## src/rtl/assert_macros.svh

```systemverilog
// Assertion macros shared by the deframer RTL.
// No dependencies; included by the modules that carry assertions.
`ifndef ASSERT_MACROS_SVH
`define ASSERT_MACROS_SVH
`ifndef SYNTH
`define FFD_ASSERT(lbl, clk, rst_n, prop, msg) \
    lbl: assert property (@(posedge clk) disable iff (!rst_n) prop) else $error(msg);
`define FFD_ASSERT_NEVER(lbl, clk, rst_n, cond, msg) \
    lbl: assert property (@(posedge clk) disable iff (!rst_n) !(cond)) else $error(msg);
`else
`define FFD_ASSERT(lbl, clk, rst_n, prop, msg)
`define FFD_ASSERT_NEVER(lbl, clk, rst_n, cond, msg)
`endif
`endif

```

## src/rtl/ffd_pkg.sv

```systemverilog
// Shared types, constants and helpers for the fixed frame deframer.
// No dependencies; used by every module of the block.
package ffd_pkg;

    localparam int MAX_PAYLOAD_DEF = 32;
    localparam int CNT_W           = 6;
    localparam int LEN_W           = 6;
    localparam int BYTE_W          = 8;
    localparam int HDR_BYTES       = 4;
    localparam int FRAME_EXTRA     = 5;
    localparam int CMDQ_DEPTH      = 2;

    localparam logic [BYTE_W-1:0] SYNC0 = 8'hBB;
    localparam logic [BYTE_W-1:0] SYNC1 = 8'hAA;
    localparam logic [BYTE_W-1:0] SYNC2 = 8'h57;

    localparam logic [CNT_W-1:0] POS_SYNC0 = 6'd0;
    localparam logic [CNT_W-1:0] POS_SYNC1 = 6'd1;
    localparam logic [CNT_W-1:0] POS_SYNC2 = 6'd2;
    localparam logic [CNT_W-1:0] POS_LEN   = 6'd3;

    localparam logic [LEN_W-1:0] EXPECTED_LEN_RST = 6'd1;

    typedef enum logic [1:0] {
        ST_OK   = 2'd0,
        ST_SYNC = 2'd1,
        ST_LEN  = 2'd2,
        ST_CSUM = 2'd3
    } status_t;

    typedef struct packed {
        status_t           status;
        logic [LEN_W-1:0]  len;
    } cmd_t;

    typedef enum logic [1:0] {
        BK_IDLE,
        BK_FETCH,
        BK_HOLD
    } back_state_t;

    function automatic int addr_w(int n);
        return (n > 1) ? $clog2(n) : 1;
    endfunction

endpackage

```

## src/rtl/ffd_ram.sv

```systemverilog
// Generic single-write, single-read RAM with registered read data.
// Depends on ffd_pkg for the address width helper.
module ffd_ram #(
    parameter int WIDTH = 8,
    parameter int DEPTH = 32
) (
    input  logic                                   clk,
    input  logic                                   we,
    input  logic [ffd_pkg::addr_w(DEPTH)-1:0]      waddr,
    input  logic [WIDTH-1:0]                       wdata,
    input  logic [ffd_pkg::addr_w(DEPTH)-1:0]      raddr,
    output logic [WIDTH-1:0]                       rdata
);

    logic [WIDTH-1:0] mem_reg [DEPTH];
    logic [WIDTH-1:0] rdata_reg;

    always_ff @(posedge clk)
    begin
        if (we)
        begin
            mem_reg[waddr] <= wdata;
        end
        rdata_reg <= mem_reg[raddr];
    end

    assign rdata = rdata_reg;

endmodule

```

## src/rtl/ffd_front.sv

```systemverilog
// Front end: counts frame bytes, checks header and XOR, stores payload, queues a command.
// Depends on ffd_pkg and assert_macros.svh.
`include "assert_macros.svh"
module ffd_front #(
    parameter int MAX_PAYLOAD = ffd_pkg::MAX_PAYLOAD_DEF
) (
    input  logic                                    clk,
    input  logic                                    rst_n,
    input  logic                                    push,
    input  logic [ffd_pkg::BYTE_W-1:0]              rx_byte,
    output logic                                    full,
    input  logic [ffd_pkg::LEN_W-1:0]               expected_len,
    input  logic                                    q_full,
    input  logic                                    frame_done,
    output logic                                    cmd_push,
    output ffd_pkg::cmd_t                           cmd,
    output logic                                    ram_we,
    output logic [ffd_pkg::addr_w(MAX_PAYLOAD)-1:0] ram_waddr,
    output logic [ffd_pkg::BYTE_W-1:0]              ram_wdata
);

    localparam int AW = ffd_pkg::addr_w(MAX_PAYLOAD);
    localparam logic [ffd_pkg::LEN_W-1:0] LEN_MAX = ffd_pkg::LEN_W'(MAX_PAYLOAD);

    logic [ffd_pkg::CNT_W-1:0]  cnt_reg, cnt_next;
    logic [ffd_pkg::BYTE_W-1:0] xor_reg, xor_next;
    logic                       sync_reg, sync_next;
    logic                       lgood_reg, lgood_next;
    logic                       pend_reg, pend_next;

    logic [ffd_pkg::LEN_W-1:0]  len_eff;
    logic [ffd_pkg::CNT_W:0]    pos_x;
    logic [ffd_pkg::CNT_W:0]    len_x;
    logic                       accept;
    logic                       in_payload;
    logic                       frame_end;
    logic                       sync_chk;
    logic                       lgood_chk;
    logic [ffd_pkg::BYTE_W-1:0] xor_chk;
    ffd_pkg::status_t           status_chk;

    always_comb
    begin
        if (expected_len == '0)
        begin
            len_eff = ffd_pkg::LEN_W'(1);
        end
        else if (expected_len > LEN_MAX)
        begin
            len_eff = LEN_MAX;
        end
        else
        begin
            len_eff = expected_len;
        end
    end

    assign full       = q_full | pend_reg;
    assign accept     = push & ~full;
    assign pos_x      = {1'b0, cnt_reg};
    assign len_x      = {1'b0, len_eff};
    assign in_payload = (pos_x >= (ffd_pkg::CNT_W+1)'(ffd_pkg::HDR_BYTES))
                        && (pos_x < len_x + (ffd_pkg::CNT_W+1)'(ffd_pkg::HDR_BYTES));
    assign frame_end  = (pos_x + (ffd_pkg::CNT_W+1)'(1))
                        >= (len_x + (ffd_pkg::CNT_W+1)'(ffd_pkg::FRAME_EXTRA));

    assign sync_chk  = sync_reg
                       & ~((cnt_reg == ffd_pkg::POS_SYNC0) && (rx_byte != ffd_pkg::SYNC0))
                       & ~((cnt_reg == ffd_pkg::POS_SYNC1) && (rx_byte != ffd_pkg::SYNC1))
                       & ~((cnt_reg == ffd_pkg::POS_SYNC2) && (rx_byte != ffd_pkg::SYNC2));
    assign lgood_chk = lgood_reg
                       & ~((cnt_reg == ffd_pkg::POS_LEN) && (rx_byte != {2'b00, len_eff}));
    assign xor_chk   = xor_reg ^ rx_byte;

    always_comb
    begin
        if (!sync_chk)
        begin
            status_chk = ffd_pkg::ST_SYNC;
        end
        else if (!lgood_chk)
        begin
            status_chk = ffd_pkg::ST_LEN;
        end
        else if (xor_chk != '0)
        begin
            status_chk = ffd_pkg::ST_CSUM;
        end
        else
        begin
            status_chk = ffd_pkg::ST_OK;
        end
    end

    assign ram_we     = accept & in_payload;
    assign ram_waddr  = AW'(cnt_reg - ffd_pkg::CNT_W'(ffd_pkg::HDR_BYTES));
    assign ram_wdata  = rx_byte;
    assign cmd_push   = accept & frame_end;
    assign cmd.status = status_chk;
    assign cmd.len    = len_eff;

    always_comb
    begin
        cnt_next   = cnt_reg;
        xor_next   = xor_reg;
        sync_next  = sync_reg;
        lgood_next = lgood_reg;
        pend_next  = pend_reg;
        if (frame_done)
        begin
            pend_next = 1'b0;
        end
        if (accept)
        begin
            if (frame_end)
            begin
                cnt_next   = '0;
                xor_next   = '0;
                sync_next  = 1'b1;
                lgood_next = 1'b1;
                pend_next  = (status_chk == ffd_pkg::ST_OK);
            end
            else
            begin
                cnt_next   = cnt_reg + ffd_pkg::CNT_W'(1);
                xor_next   = xor_chk;
                sync_next  = sync_chk;
                lgood_next = lgood_chk;
            end
        end
    end

    always_ff @(posedge clk or negedge rst_n)
    begin
        if (!rst_n)
        begin
            cnt_reg   <= '0;
            xor_reg   <= '0;
            sync_reg  <= 1'b1;
            lgood_reg <= 1'b1;
            pend_reg  <= 1'b0;
        end
        else
        begin
            cnt_reg   <= cnt_next;
            xor_reg   <= xor_next;
            sync_reg  <= sync_next;
            lgood_reg <= lgood_next;
            pend_reg  <= pend_next;
        end
    end

    `FFD_ASSERT(a_pend_set, clk, rst_n, (cmd_push && cmd.status == ffd_pkg::ST_OK) |=> pend_reg, "good frame did not block the front")
    `FFD_ASSERT_NEVER(a_no_wr_busy, clk, rst_n, ram_we && pend_reg, "payload write while back end reads")

endmodule

```

## src/rtl/ffd_cmd_fifo.sv

```systemverilog
// Short command queue between the front end and the back end.
// Depends on ffd_pkg and assert_macros.svh.
`include "assert_macros.svh"
module ffd_cmd_fifo (
    input  logic           clk,
    input  logic           rst_n,
    input  logic           push,
    input  ffd_pkg::cmd_t  wr_cmd,
    output logic           full,
    input  logic           pop,
    output ffd_pkg::cmd_t  rd_cmd,
    output logic           empty
);

    localparam int PW = ffd_pkg::addr_w(ffd_pkg::CMDQ_DEPTH);
    localparam int CW = $clog2(ffd_pkg::CMDQ_DEPTH + 1);

    ffd_pkg::cmd_t   entry_reg [ffd_pkg::CMDQ_DEPTH];
    logic [PW-1:0]   wr_ptr_reg, wr_ptr_next;
    logic [PW-1:0]   rd_ptr_reg, rd_ptr_next;
    logic [CW-1:0]   count_reg, count_next;
    logic            do_push;
    logic            do_pop;

    assign full    = (count_reg == CW'(ffd_pkg::CMDQ_DEPTH));
    assign empty   = (count_reg == '0);
    assign do_push = push & ~full;
    assign do_pop  = pop & ~empty;
    assign rd_cmd  = entry_reg[rd_ptr_reg];

    always_comb
    begin
        wr_ptr_next = wr_ptr_reg;
        rd_ptr_next = rd_ptr_reg;
        count_next  = count_reg;
        if (do_push)
        begin
            wr_ptr_next = (wr_ptr_reg == PW'(ffd_pkg::CMDQ_DEPTH - 1)) ? '0
                          : wr_ptr_reg + PW'(1);
        end
        if (do_pop)
        begin
            rd_ptr_next = (rd_ptr_reg == PW'(ffd_pkg::CMDQ_DEPTH - 1)) ? '0
                          : rd_ptr_reg + PW'(1);
        end
        case ({do_push, do_pop})
            2'b10:   count_next = count_reg + CW'(1);
            2'b01:   count_next = count_reg - CW'(1);
            default: count_next = count_reg;
        endcase
    end

    always_ff @(posedge clk)
    begin
        if (do_push)
        begin
            entry_reg[wr_ptr_reg] <= wr_cmd;
        end
    end

    always_ff @(posedge clk or negedge rst_n)
    begin
        if (!rst_n)
        begin
            wr_ptr_reg <= '0;
            rd_ptr_reg <= '0;
            count_reg  <= '0;
        end
        else
        begin
            wr_ptr_reg <= wr_ptr_next;
            rd_ptr_reg <= rd_ptr_next;
            count_reg  <= count_next;
        end
    end

    `FFD_ASSERT_NEVER(a_no_ovf, clk, rst_n, push && full, "command pushed into a full queue")

endmodule

```

## src/rtl/ffd_back.sv

```systemverilog
// Back end: takes commands, reads payload from RAM, drives the result register.
// Depends on ffd_pkg and assert_macros.svh.
`include "assert_macros.svh"
module ffd_back #(
    parameter int MAX_PAYLOAD = ffd_pkg::MAX_PAYLOAD_DEF
) (
    input  logic                                    clk,
    input  logic                                    rst_n,
    input  logic                                    cmd_valid,
    input  ffd_pkg::cmd_t                           cmd,
    output logic                                    cmd_pop,
    output logic [ffd_pkg::addr_w(MAX_PAYLOAD)-1:0] ram_raddr,
    input  logic [ffd_pkg::BYTE_W-1:0]              ram_rdata,
    output logic                                    frame_done,
    input  logic                                    pop,
    output logic                                    empty,
    output logic [ffd_pkg::BYTE_W-1:0]              payload_byte,
    output logic                                    last,
    output logic [1:0]                              status
);

    localparam int AW = ffd_pkg::addr_w(MAX_PAYLOAD);

    ffd_pkg::back_state_t        state_reg, state_next;
    logic [ffd_pkg::LEN_W-1:0]   idx_reg, idx_next;
    logic [ffd_pkg::LEN_W-1:0]   len_reg, len_next;
    logic [ffd_pkg::BYTE_W-1:0]  pbyte_reg, pbyte_next;
    logic                        last_reg, last_next;
    ffd_pkg::status_t            status_reg, status_next;

    always_comb
    begin
        state_next  = state_reg;
        idx_next    = idx_reg;
        len_next    = len_reg;
        pbyte_next  = pbyte_reg;
        last_next   = last_reg;
        status_next = status_reg;
        cmd_pop     = 1'b0;
        frame_done  = 1'b0;
        case (state_reg)
            ffd_pkg::BK_IDLE:
            begin
                if (cmd_valid)
                begin
                    cmd_pop = 1'b1;
                    if (cmd.status != ffd_pkg::ST_OK)
                    begin
                        pbyte_next  = '0;
                        last_next   = 1'b1;
                        status_next = cmd.status;
                        state_next  = ffd_pkg::BK_HOLD;
                    end
                    else
                    begin
                        len_next    = cmd.len;
                        idx_next    = '0;
                        status_next = ffd_pkg::ST_OK;
                        state_next  = ffd_pkg::BK_FETCH;
                    end
                end
            end
            ffd_pkg::BK_FETCH:
            begin
                pbyte_next = ram_rdata;
                last_next  = (idx_reg + ffd_pkg::LEN_W'(1) == len_reg);
                state_next = ffd_pkg::BK_HOLD;
            end
            ffd_pkg::BK_HOLD:
            begin
                if (pop)
                begin
                    if (last_reg)
                    begin
                        frame_done = (status_reg == ffd_pkg::ST_OK);
                        state_next = ffd_pkg::BK_IDLE;
                    end
                    else
                    begin
                        idx_next   = idx_reg + ffd_pkg::LEN_W'(1);
                        state_next = ffd_pkg::BK_FETCH;
                    end
                end
            end
            default:
            begin
                state_next = ffd_pkg::BK_IDLE;
            end
        endcase
    end

    assign ram_raddr    = idx_next[AW-1:0];
    assign empty        = (state_reg != ffd_pkg::BK_HOLD);
    assign payload_byte = pbyte_reg;
    assign last         = last_reg;
    assign status       = status_reg;

    always_ff @(posedge clk or negedge rst_n)
    begin
        if (!rst_n)
        begin
            state_reg <= ffd_pkg::BK_IDLE;
        end
        else
        begin
            state_reg <= state_next;
        end
    end

    always_ff @(posedge clk)
    begin
        idx_reg    <= idx_next;
        len_reg    <= len_next;
        pbyte_reg  <= pbyte_next;
        last_reg   <= last_next;
        status_reg <= status_next;
    end

    `FFD_ASSERT(a_fetch_hold, clk, rst_n, (state_reg == ffd_pkg::BK_FETCH) |=> (state_reg == ffd_pkg::BK_HOLD), "RAM read not followed by a result")

endmodule

```

## src/rtl/fixed_frame_deframer_xor_check.sv

```systemverilog
// Top level of the fixed frame deframer with XOR check.
// Depends on ffd_pkg, ffd_ram, ffd_front, ffd_cmd_fifo and ffd_back.
//
//  channel  | handshake          | payload
//  ---------+--------------------+-------------------------------
//  input    | push / full        | rx_byte
//  result   | pop / empty        | payload_byte, last, status
//  config   | cfg_we             | cfg_data (expected_len)
//
// One byte is taken per cycle unless a good frame waits or the command queue is full.
// After the checksum byte of a good frame, full stays high until all L payload
// bytes are popped; with the back end idle the first payload result goes from the
// command queue through FETCH to HOLD, and each later one through FETCH again
// after the previous pop. A bad frame's status result skips FETCH (back end idle).
// Reset clears control state only; the payload RAM has no clearing pass.
module fixed_frame_deframer_xor_check #(
    parameter int MAX_PAYLOAD = ffd_pkg::MAX_PAYLOAD_DEF
) (
    input  logic                        clk,
    input  logic                        rst_n,
    input  logic                        push,
    output logic                        full,
    input  logic [ffd_pkg::BYTE_W-1:0]  rx_byte,
    output logic                        empty,
    input  logic                        pop,
    output logic [ffd_pkg::BYTE_W-1:0]  payload_byte,
    output logic                        last,
    output logic [1:0]                  status,
    input  logic                        cfg_we,
    input  logic [ffd_pkg::LEN_W-1:0]   cfg_data
);

    localparam int AW = ffd_pkg::addr_w(MAX_PAYLOAD);

    logic [ffd_pkg::LEN_W-1:0]  expected_len_reg;
    logic                       q_full;
    logic                       q_empty;
    logic                       cmd_push;
    logic                       cmd_pop;
    ffd_pkg::cmd_t              cmd_in;
    ffd_pkg::cmd_t              cmd_out;
    logic                       frame_done;
    logic                       ram_we;
    logic [AW-1:0]              ram_waddr;
    logic [ffd_pkg::BYTE_W-1:0] ram_wdata;
    logic [AW-1:0]              ram_raddr;
    logic [ffd_pkg::BYTE_W-1:0] ram_rdata;

    always_ff @(posedge clk or negedge rst_n)
    begin
        if (!rst_n)
        begin
            expected_len_reg <= ffd_pkg::EXPECTED_LEN_RST;
        end
        else if (cfg_we)
        begin
            expected_len_reg <= cfg_data;
        end
    end

    ffd_front #(
        .MAX_PAYLOAD (MAX_PAYLOAD)
    ) u_front (
        .clk          (clk),
        .rst_n        (rst_n),
        .push         (push),
        .rx_byte      (rx_byte),
        .full         (full),
        .expected_len (expected_len_reg),
        .q_full       (q_full),
        .frame_done   (frame_done),
        .cmd_push     (cmd_push),
        .cmd          (cmd_in),
        .ram_we       (ram_we),
        .ram_waddr    (ram_waddr),
        .ram_wdata    (ram_wdata)
    );

    ffd_ram #(
        .WIDTH (ffd_pkg::BYTE_W),
        .DEPTH (MAX_PAYLOAD)
    ) u_ram (
        .clk   (clk),
        .we    (ram_we),
        .waddr (ram_waddr),
        .wdata (ram_wdata),
        .raddr (ram_raddr),
        .rdata (ram_rdata)
    );

    ffd_cmd_fifo u_cmdq (
        .clk    (clk),
        .rst_n  (rst_n),
        .push   (cmd_push),
        .wr_cmd (cmd_in),
        .full   (q_full),
        .pop    (cmd_pop),
        .rd_cmd (cmd_out),
        .empty  (q_empty)
    );

    ffd_back #(
        .MAX_PAYLOAD (MAX_PAYLOAD)
    ) u_back (
        .clk          (clk),
        .rst_n        (rst_n),
        .cmd_valid    (~q_empty),
        .cmd          (cmd_out),
        .cmd_pop      (cmd_pop),
        .ram_raddr    (ram_raddr),
        .ram_rdata    (ram_rdata),
        .frame_done   (frame_done),
        .pop          (pop),
        .empty        (empty),
        .payload_byte (payload_byte),
        .last         (last),
        .status       (status)
    );

endmodule

```

## config.mk

```make
export PLATFORM = sky130hd
export DESIGN_NAME = fixed_frame_deframer_xor_check
export DESIGN_NICKNAME = d
export VERILOG_FILES = /design/src/rtl/ffd_pkg.sv /design/src/rtl/ffd_ram.sv /design/src/rtl/ffd_front.sv /design/src/rtl/ffd_cmd_fifo.sv /design/src/rtl/ffd_back.sv /design/src/rtl/fixed_frame_deframer_xor_check.sv
export VERILOG_INCLUDE_DIRS = /design/src /design/src/rtl
export SDC_FILE = /design/constraint.sdc
export NUM_CORES = 1
export LEC_CHECK = 0
export BUFFER_PORTS_ARGS = -buffer_cell sky130_fd_sc_hd__buf_2
export CORE_MARGIN = 10
export CORE_UTILIZATION = 55
export DETAILED_ROUTE_END_ITERATION = 10
export PLACE_DENSITY = 0.73
export SLEW_MARGIN = 15
export SYNTH_ARGS = -nofsm -noshare
export SYNTH_HDL_FRONTEND = slang
export SYNTH_SLANG_ARGS = --single-unit
export TNS_END_PERCENT = 1
```

## constraint.sdc

```tcl
create_clock -name clk -period 2.9 [get_ports clk]
set_input_delay 0.435 -clock clk [delete_from_list [all_inputs] [get_ports clk]]
set_output_delay 0.435 -clock clk [all_outputs]
set_load 0.1 [all_outputs]
```

After elaboration in Yosys (flattened, before gate mapping)
Memories as Yosys holds them, arrays and structs flattened. A register that Yosys moved wholly into a read port is not among the register bits.
Cells that the tools add are included.

operators by class
  add/sub/neg operators = 10
  reduce and logical (&&, ||, !) cells = 21
  eq/ne operators = 19
  $lt $le $gt $ge = 4
  muxes and demuxes = 40
  bitwise logic cells = 19

operators with widths
  operator               number
  $mux W6                7
  $mux W8                3
  $mux W1                19
  $ne A8 B8 Y1 const B   2
  $pmux W8 S2            1
  $add A6 B3 Y7 const B  2
  $add A6 B1 Y6 const B  2
  $eq A6 B2 Y1 const B   2
  $logic_not A6 Y1       2
  $mux W2                6
  $pmux W6 S2            1
  $ne A2 B2 Y1 const B   5
  $and A1 B1 Y1          9
  $logic_not A2 Y1       4
  $ne A8 B6 Y1           1
  $ne A8 B7 Y1 const B   1
  $not A1 Y1             8
  $reduce_bool A2 Y1     4
  $reduce_bool A8 Y1     1
  $xor A8 B8 Y8          1
  $add A6 B1 Y7 const B  1
  $ge A7 B7 Y1           1
  $lt A6 B7 Y1           1
  $eq A2 B2 Y1 const B   3
  18 further kinds       26

storage, ports and cells
  memories = 2
  memory bits (writable) = 272
  word-level logic and storage cells = 131
  register bits after elaboration = 52
  output and inout bits = 13

memories
  memory            words  width  read ports  clocked after memory_dff  wr ports  RTL line            RTL
  u_ram.mem_reg     32     8      1           1                         1         ffd_ram.sv:15       logic [WIDTH-1:0] mem_reg [DEPTH];
  u_cmdq.entry_reg  2      8      1           0                         1         ffd_cmd_fifo.sv:18  ffd_pkg::cmd_t entry_reg [ffd_pkg::CMDQ_DEPTH];

Depth between registers and ports, before layout
  depth after elaboration = 12
  mapped depth = 16

Cells and area by module
Synthesis repeated with hierarchy kept, for this count alone.

second synthesis, totals
  cells, all modules = 786
  area, all modules = 14,039.7 sq um

modules (own cells, without submodules)
  module                          area an instance (sq um)  instances  sequential area each (sq um)  cells each
  ffd_ram                         10,053.4                  1          7,847.5                       417
  ffd_front                       1,762.9                   1          427.9                         209
  ffd_back                        1,192.4                   1          690.7                         103
  ffd_cmd_fifo                    774.5                     1          580.6                         43
  fixed_frame_deframer_xor_check  256.5                     1          151.4                         14

Worst setup path before layout
Ideal clock, no wire load.

  path kind = flip-flop to flip-flop
  start point = register expected_len_reg[3] in the netlist's numbering
  end point = memory u_cmdq.entry_reg[0][0] in the netlist's numbering, enable pin
  data required time = 2.530 ns
  slack = -0.304 ns
  period minus slack after synthesis = 3.204 ns
  arrival = 2.834 ns
  cell stages (with the launch flop) = 13
  cells stage by stage = dfrtp_1 -> clkbuf_1 -> nor4_1 -> nor2_1 -> nor2_1 -> ha_1 -> a22oi_1 -> xor2_1 -> ha_1 -> nand3_1 -> o21ai_0 -> nand2_1 -> nor2_1

RTL lines
  element                 RTL line                              RTL
  start, declared         fixed_frame_deframer_xor_check.sv:35  logic [ffd_pkg::LEN_W-1:0] expected_len_reg;
  start signal, assigned  fixed_frame_deframer_xor_check.sv:53  expected_len_reg <= ffd_pkg::EXPECTED_LEN_RST;
  start signal, assigned  fixed_frame_deframer_xor_check.sv:57  expected_len_reg <= cfg_data;
  end, declared           ffd_cmd_fifo.sv:18

==> summary.txt <==
Status -> complete, but fails checks
Failing checks -> hold timing
Arrival time worst endpoint -> 3.01 ns
Crit path kind -> reg -> reg
Antenna-violating nets left -> 0
Pleak -> 5.52 nW
Top_reg_cell synth -> edfxtp_1
CTS sink cnt -> 332
Worst hold path type -> in -> async
Pin count of the biggest net entering global routing -> 50
CTS tree -> done
Critical path's top delay family -> simple AND/OR/NAND/NOR gates
Overflow after GRT -> 0
Initial antenna violation count -> 0
First-iteration detailed-routing DRC count -> 1,014
Clock power share -> 29.8%
Die Footprint -> 32,000 sq um
Internal -> 0.0100 W
FF-to-FF End -> u_ram.mem_reg[5][5]
Post-DP HPWL -> 21,100 um
Worst Path Max Fanout -> 8
Routed Wire Length -> 32,100 um
CP Capture Type -> register
Worst-case clock buffer depth -> 3
Crit-path cells -> nor4_2, nor2_1, nor2_2, ha_1, nor2b_1, o21a_1, o21a_1, o21a_1, o21ai_4, buf_12, nand3_4, buf_12, nor2_4
Mapped cell area -> 13,900 sq um
Final setup vio count -> 0
Insertion delay to the later sink of the worst-skew pair -> 0.51 ns
Switching share of total power -> 33.4%
Fmax -> 0.353 GHz
Num CTS Buffers -> 34
Cell variety after synth -> 70
Syn Nets -> 936
Vias in the first global route -> 8,149
Die H -> 179 um
Combinational power share -> 30.4%
Slew margin rel. -> 51.3%
Tcrit/Tclk final -> 97.7%
Dominant cell type by area after synthesis -> edfxtp_1
Share of cells above drive strength 1 -> 24.8%
Reg2reg setup slack -> 0.07 ns
DR vias -> 8,209
Final nets -> 1,020
Pwr per Cell Area -> 926 nW/um^2
Total stage count of the critical path -> 13
Sequential-to-total area share from yosys stat -> 70.0%
Pre-antenna DRT Iters -> 6
Crit path time final -> 2.83 ns
Seq pwr share -> 39.8%
GP Congestion -> 0.845
Yosys warns -> 0
Core ar. -> 25,000 sq um
Vias per std cell -> 6.17
Dpl cells -> 1,252
Number of buffers added on ports -> 31
Yosys top cell area share -> 62.8%
Die X -> 179 um
Syn-to-layout area delta -> 17.5%
Setup TNS Final -> 0 ns
Fin cells -> 1,331
Max incr delay on CP -> 0.39 ns
Layout Utilization -> 65.2%
Critical Path RT -> 3.08 ns
Register bit total from synthesis -> 332
Total GRT Usage -> 20.2%
N_diodes -> 0
Clk_skew -> 0.0146 ns
Reg-to-reg startpoint -> expected_len_reg[1]
CP most frequent cell -> o21a_1
Worst Max-Slew Pin Slew -> 0.731 ns
Post-synthesis cell count -> 892
Syn Area/Cell -> 15.5 sq um
Critical path launch point type -> register
Worst-path clk slew -> 0.06 ns
Synth async-reset ratio -> 8.73%
RSZ-0062 raised after global routing -> yes
Row cnt -> 58
Clk root buf -> clkbuf_16
Reg2reg path depth -> 13
Crit. Startpoint -> expected_len_reg[1]
Wire length per cell -> 24.1 um
Max reg flops -> 256
Number of synthesized flops with an enable pin -> 290
Crit path buf inv count -> 2
Peak VDD IR -> 0.745 mV
Psw -> 0.00505 W
Crit-path slowest cell -> dfrtp_1
DRC viols -> 0
# Max-Cap Violations -> 0
Area contributors post-synth -> edfxtp_1 63%, dfrtp_1 4.7%, mux4_2 3.9%
Starting Density -> 55.5%
First-pass GRT wire length -> 48,400 um
Ports -> 32
Final hold vios -> 26
WHS -> -0.00777 ns
H-tree Lvls -> 2
Slew Viols, Final -> 0
-- logic make-up after synthesis --
| logic type | count (synthesis) | share of synthesized area, % |
|---|---|---|
| mux | 54 | 6.20 |
| buf+inv | 68 | 2.55 |
| compound gates | 194 | 9.92 |
| simple gates | 181 | 6.62 |
| fa+ha+maj | 25 | 2.26 |
| other cells | 1 | 0.0270 |
| flops | 332 | 70.0 |
| xor+xnor | 37 | 2.47 |
-- how the worst max path moves through the flow --
stage,to
3_5_place_dp,u_ram.mem_reg[2][4]
5_1_grt,u_cmdq.count_reg[1]
2_1_floorplan,u_ram.mem_reg[0][0]
6_report,u_ram.mem_reg[5][5]
4_1_cts,u_ram.mem_reg[31][6]
3_3_place_gp,u_ram.mem_reg[2][4]
-- synth_stat cells (all sizes together) (3+ instances only) --
master and number:
a21o 6, a21oi 21, a221oi 47, a22oi 3
a311oi 8, a31oi 4, and2 9, buf 31
clkbuf 18, dfrtp 26, dfstp 3, dfxtp 13
edfxtp 290, ha 25, inv 18, mux2 15
mux2i 15, mux4 24, nand2 41, nand2b 11
nand3 12, nor2 60, nor2b 7, nor3 16
nor4 3, o21a 3, o21ai 53, o221ai 9
o22ai 19, o2bb2ai 9, o41ai 3, or3 10
xnor2 16, xor2 21
-- per-stage QoR --
step	power, W	area [sq um]	setup slack [ns]
3_3_place_gp	0.0104	14900	-0.0623
4_1_cts	0.0150	16100	-0.0244
5_1_grt	0.0157	16300	-0.0888
6_report	0.0151	16300	0.0667
2_1_floorplan	0.00929	14200	-0.0418
3_5_place_dp	0.0105	14900	-0.0822
-- power by group through the flow --
stage / Sequential (W) / Combinational (W) / Clock [W]
finish: 0.00601 / 0.00458 / 0.00449
floorplan: 0.00649 / 0.00280 / 0
CTS: 0.00600 / 0.00447 / 0.00454
global route: 0.00605 / 0.00489 / 0.00476
global placement: 0.00607 / 0.00434 / 0
detailed placement: 0.00609 / 0.00442 / 0
-- final cells by class --
class | count | area, sq um
Timing Repair Buffer | 97 | 813
Fill cell | 1700 | 8680
Sequential cell | 332 | 9700
Inverter | 19 | 71.3
Clock buffer | 45 | 923
Clock inverter | 16 | 229
Multi-Input combinational cell | 492 | 4140
Tap cell | 330 | 413
-- cell usage in the layout (no fill, tap or decap), types with 9 or more instances in the layout --
master and n:
inv_1 15, mux2_2 15, nor2_1 24, a221oi_1 46, dfrtp_1 26, a21oi_1 18
buf_2 31, and2_1 9, o2bb2ai_1 9, edfxtp_1 290, nor3_1 15, xor2_1 21
nor2_4 33, buf_4 53, clkbuf_16 35, mux2i_1 15, buf_12 13, xnor2_1 15
nand2_1 39, o22ai_1 19, dfxtp_1 13, o21ai_0 48, nand2b_1 11, clkbuf_1 9
or3_1 9, ha_1 25, mux4_2 24
-- what timing repair did --
action / in CTS / in global routing
endpoints found under the hold margin: 0 / 0
gates cloned: 0 / 0
setup endpoints to repair: 256 / 288
buffers inserted: 9 / 9
hold buffers: 0 / 0
pin swaps: 13 / 15
resized for setup: 0 / 5
-- metal layers --
layer / vias to the layer above / wire (um) / global-route usage, %
li1: 3686 / - / -
met1: 4171 / 13800 / 27.6
met2: 292 / 15500 / 32.3
met3: 60 / 1770 / 3.05
met4: 0 / 1030 / 7.58
met5: - / 0 / 0
Power figures use the tool's default switching activity.
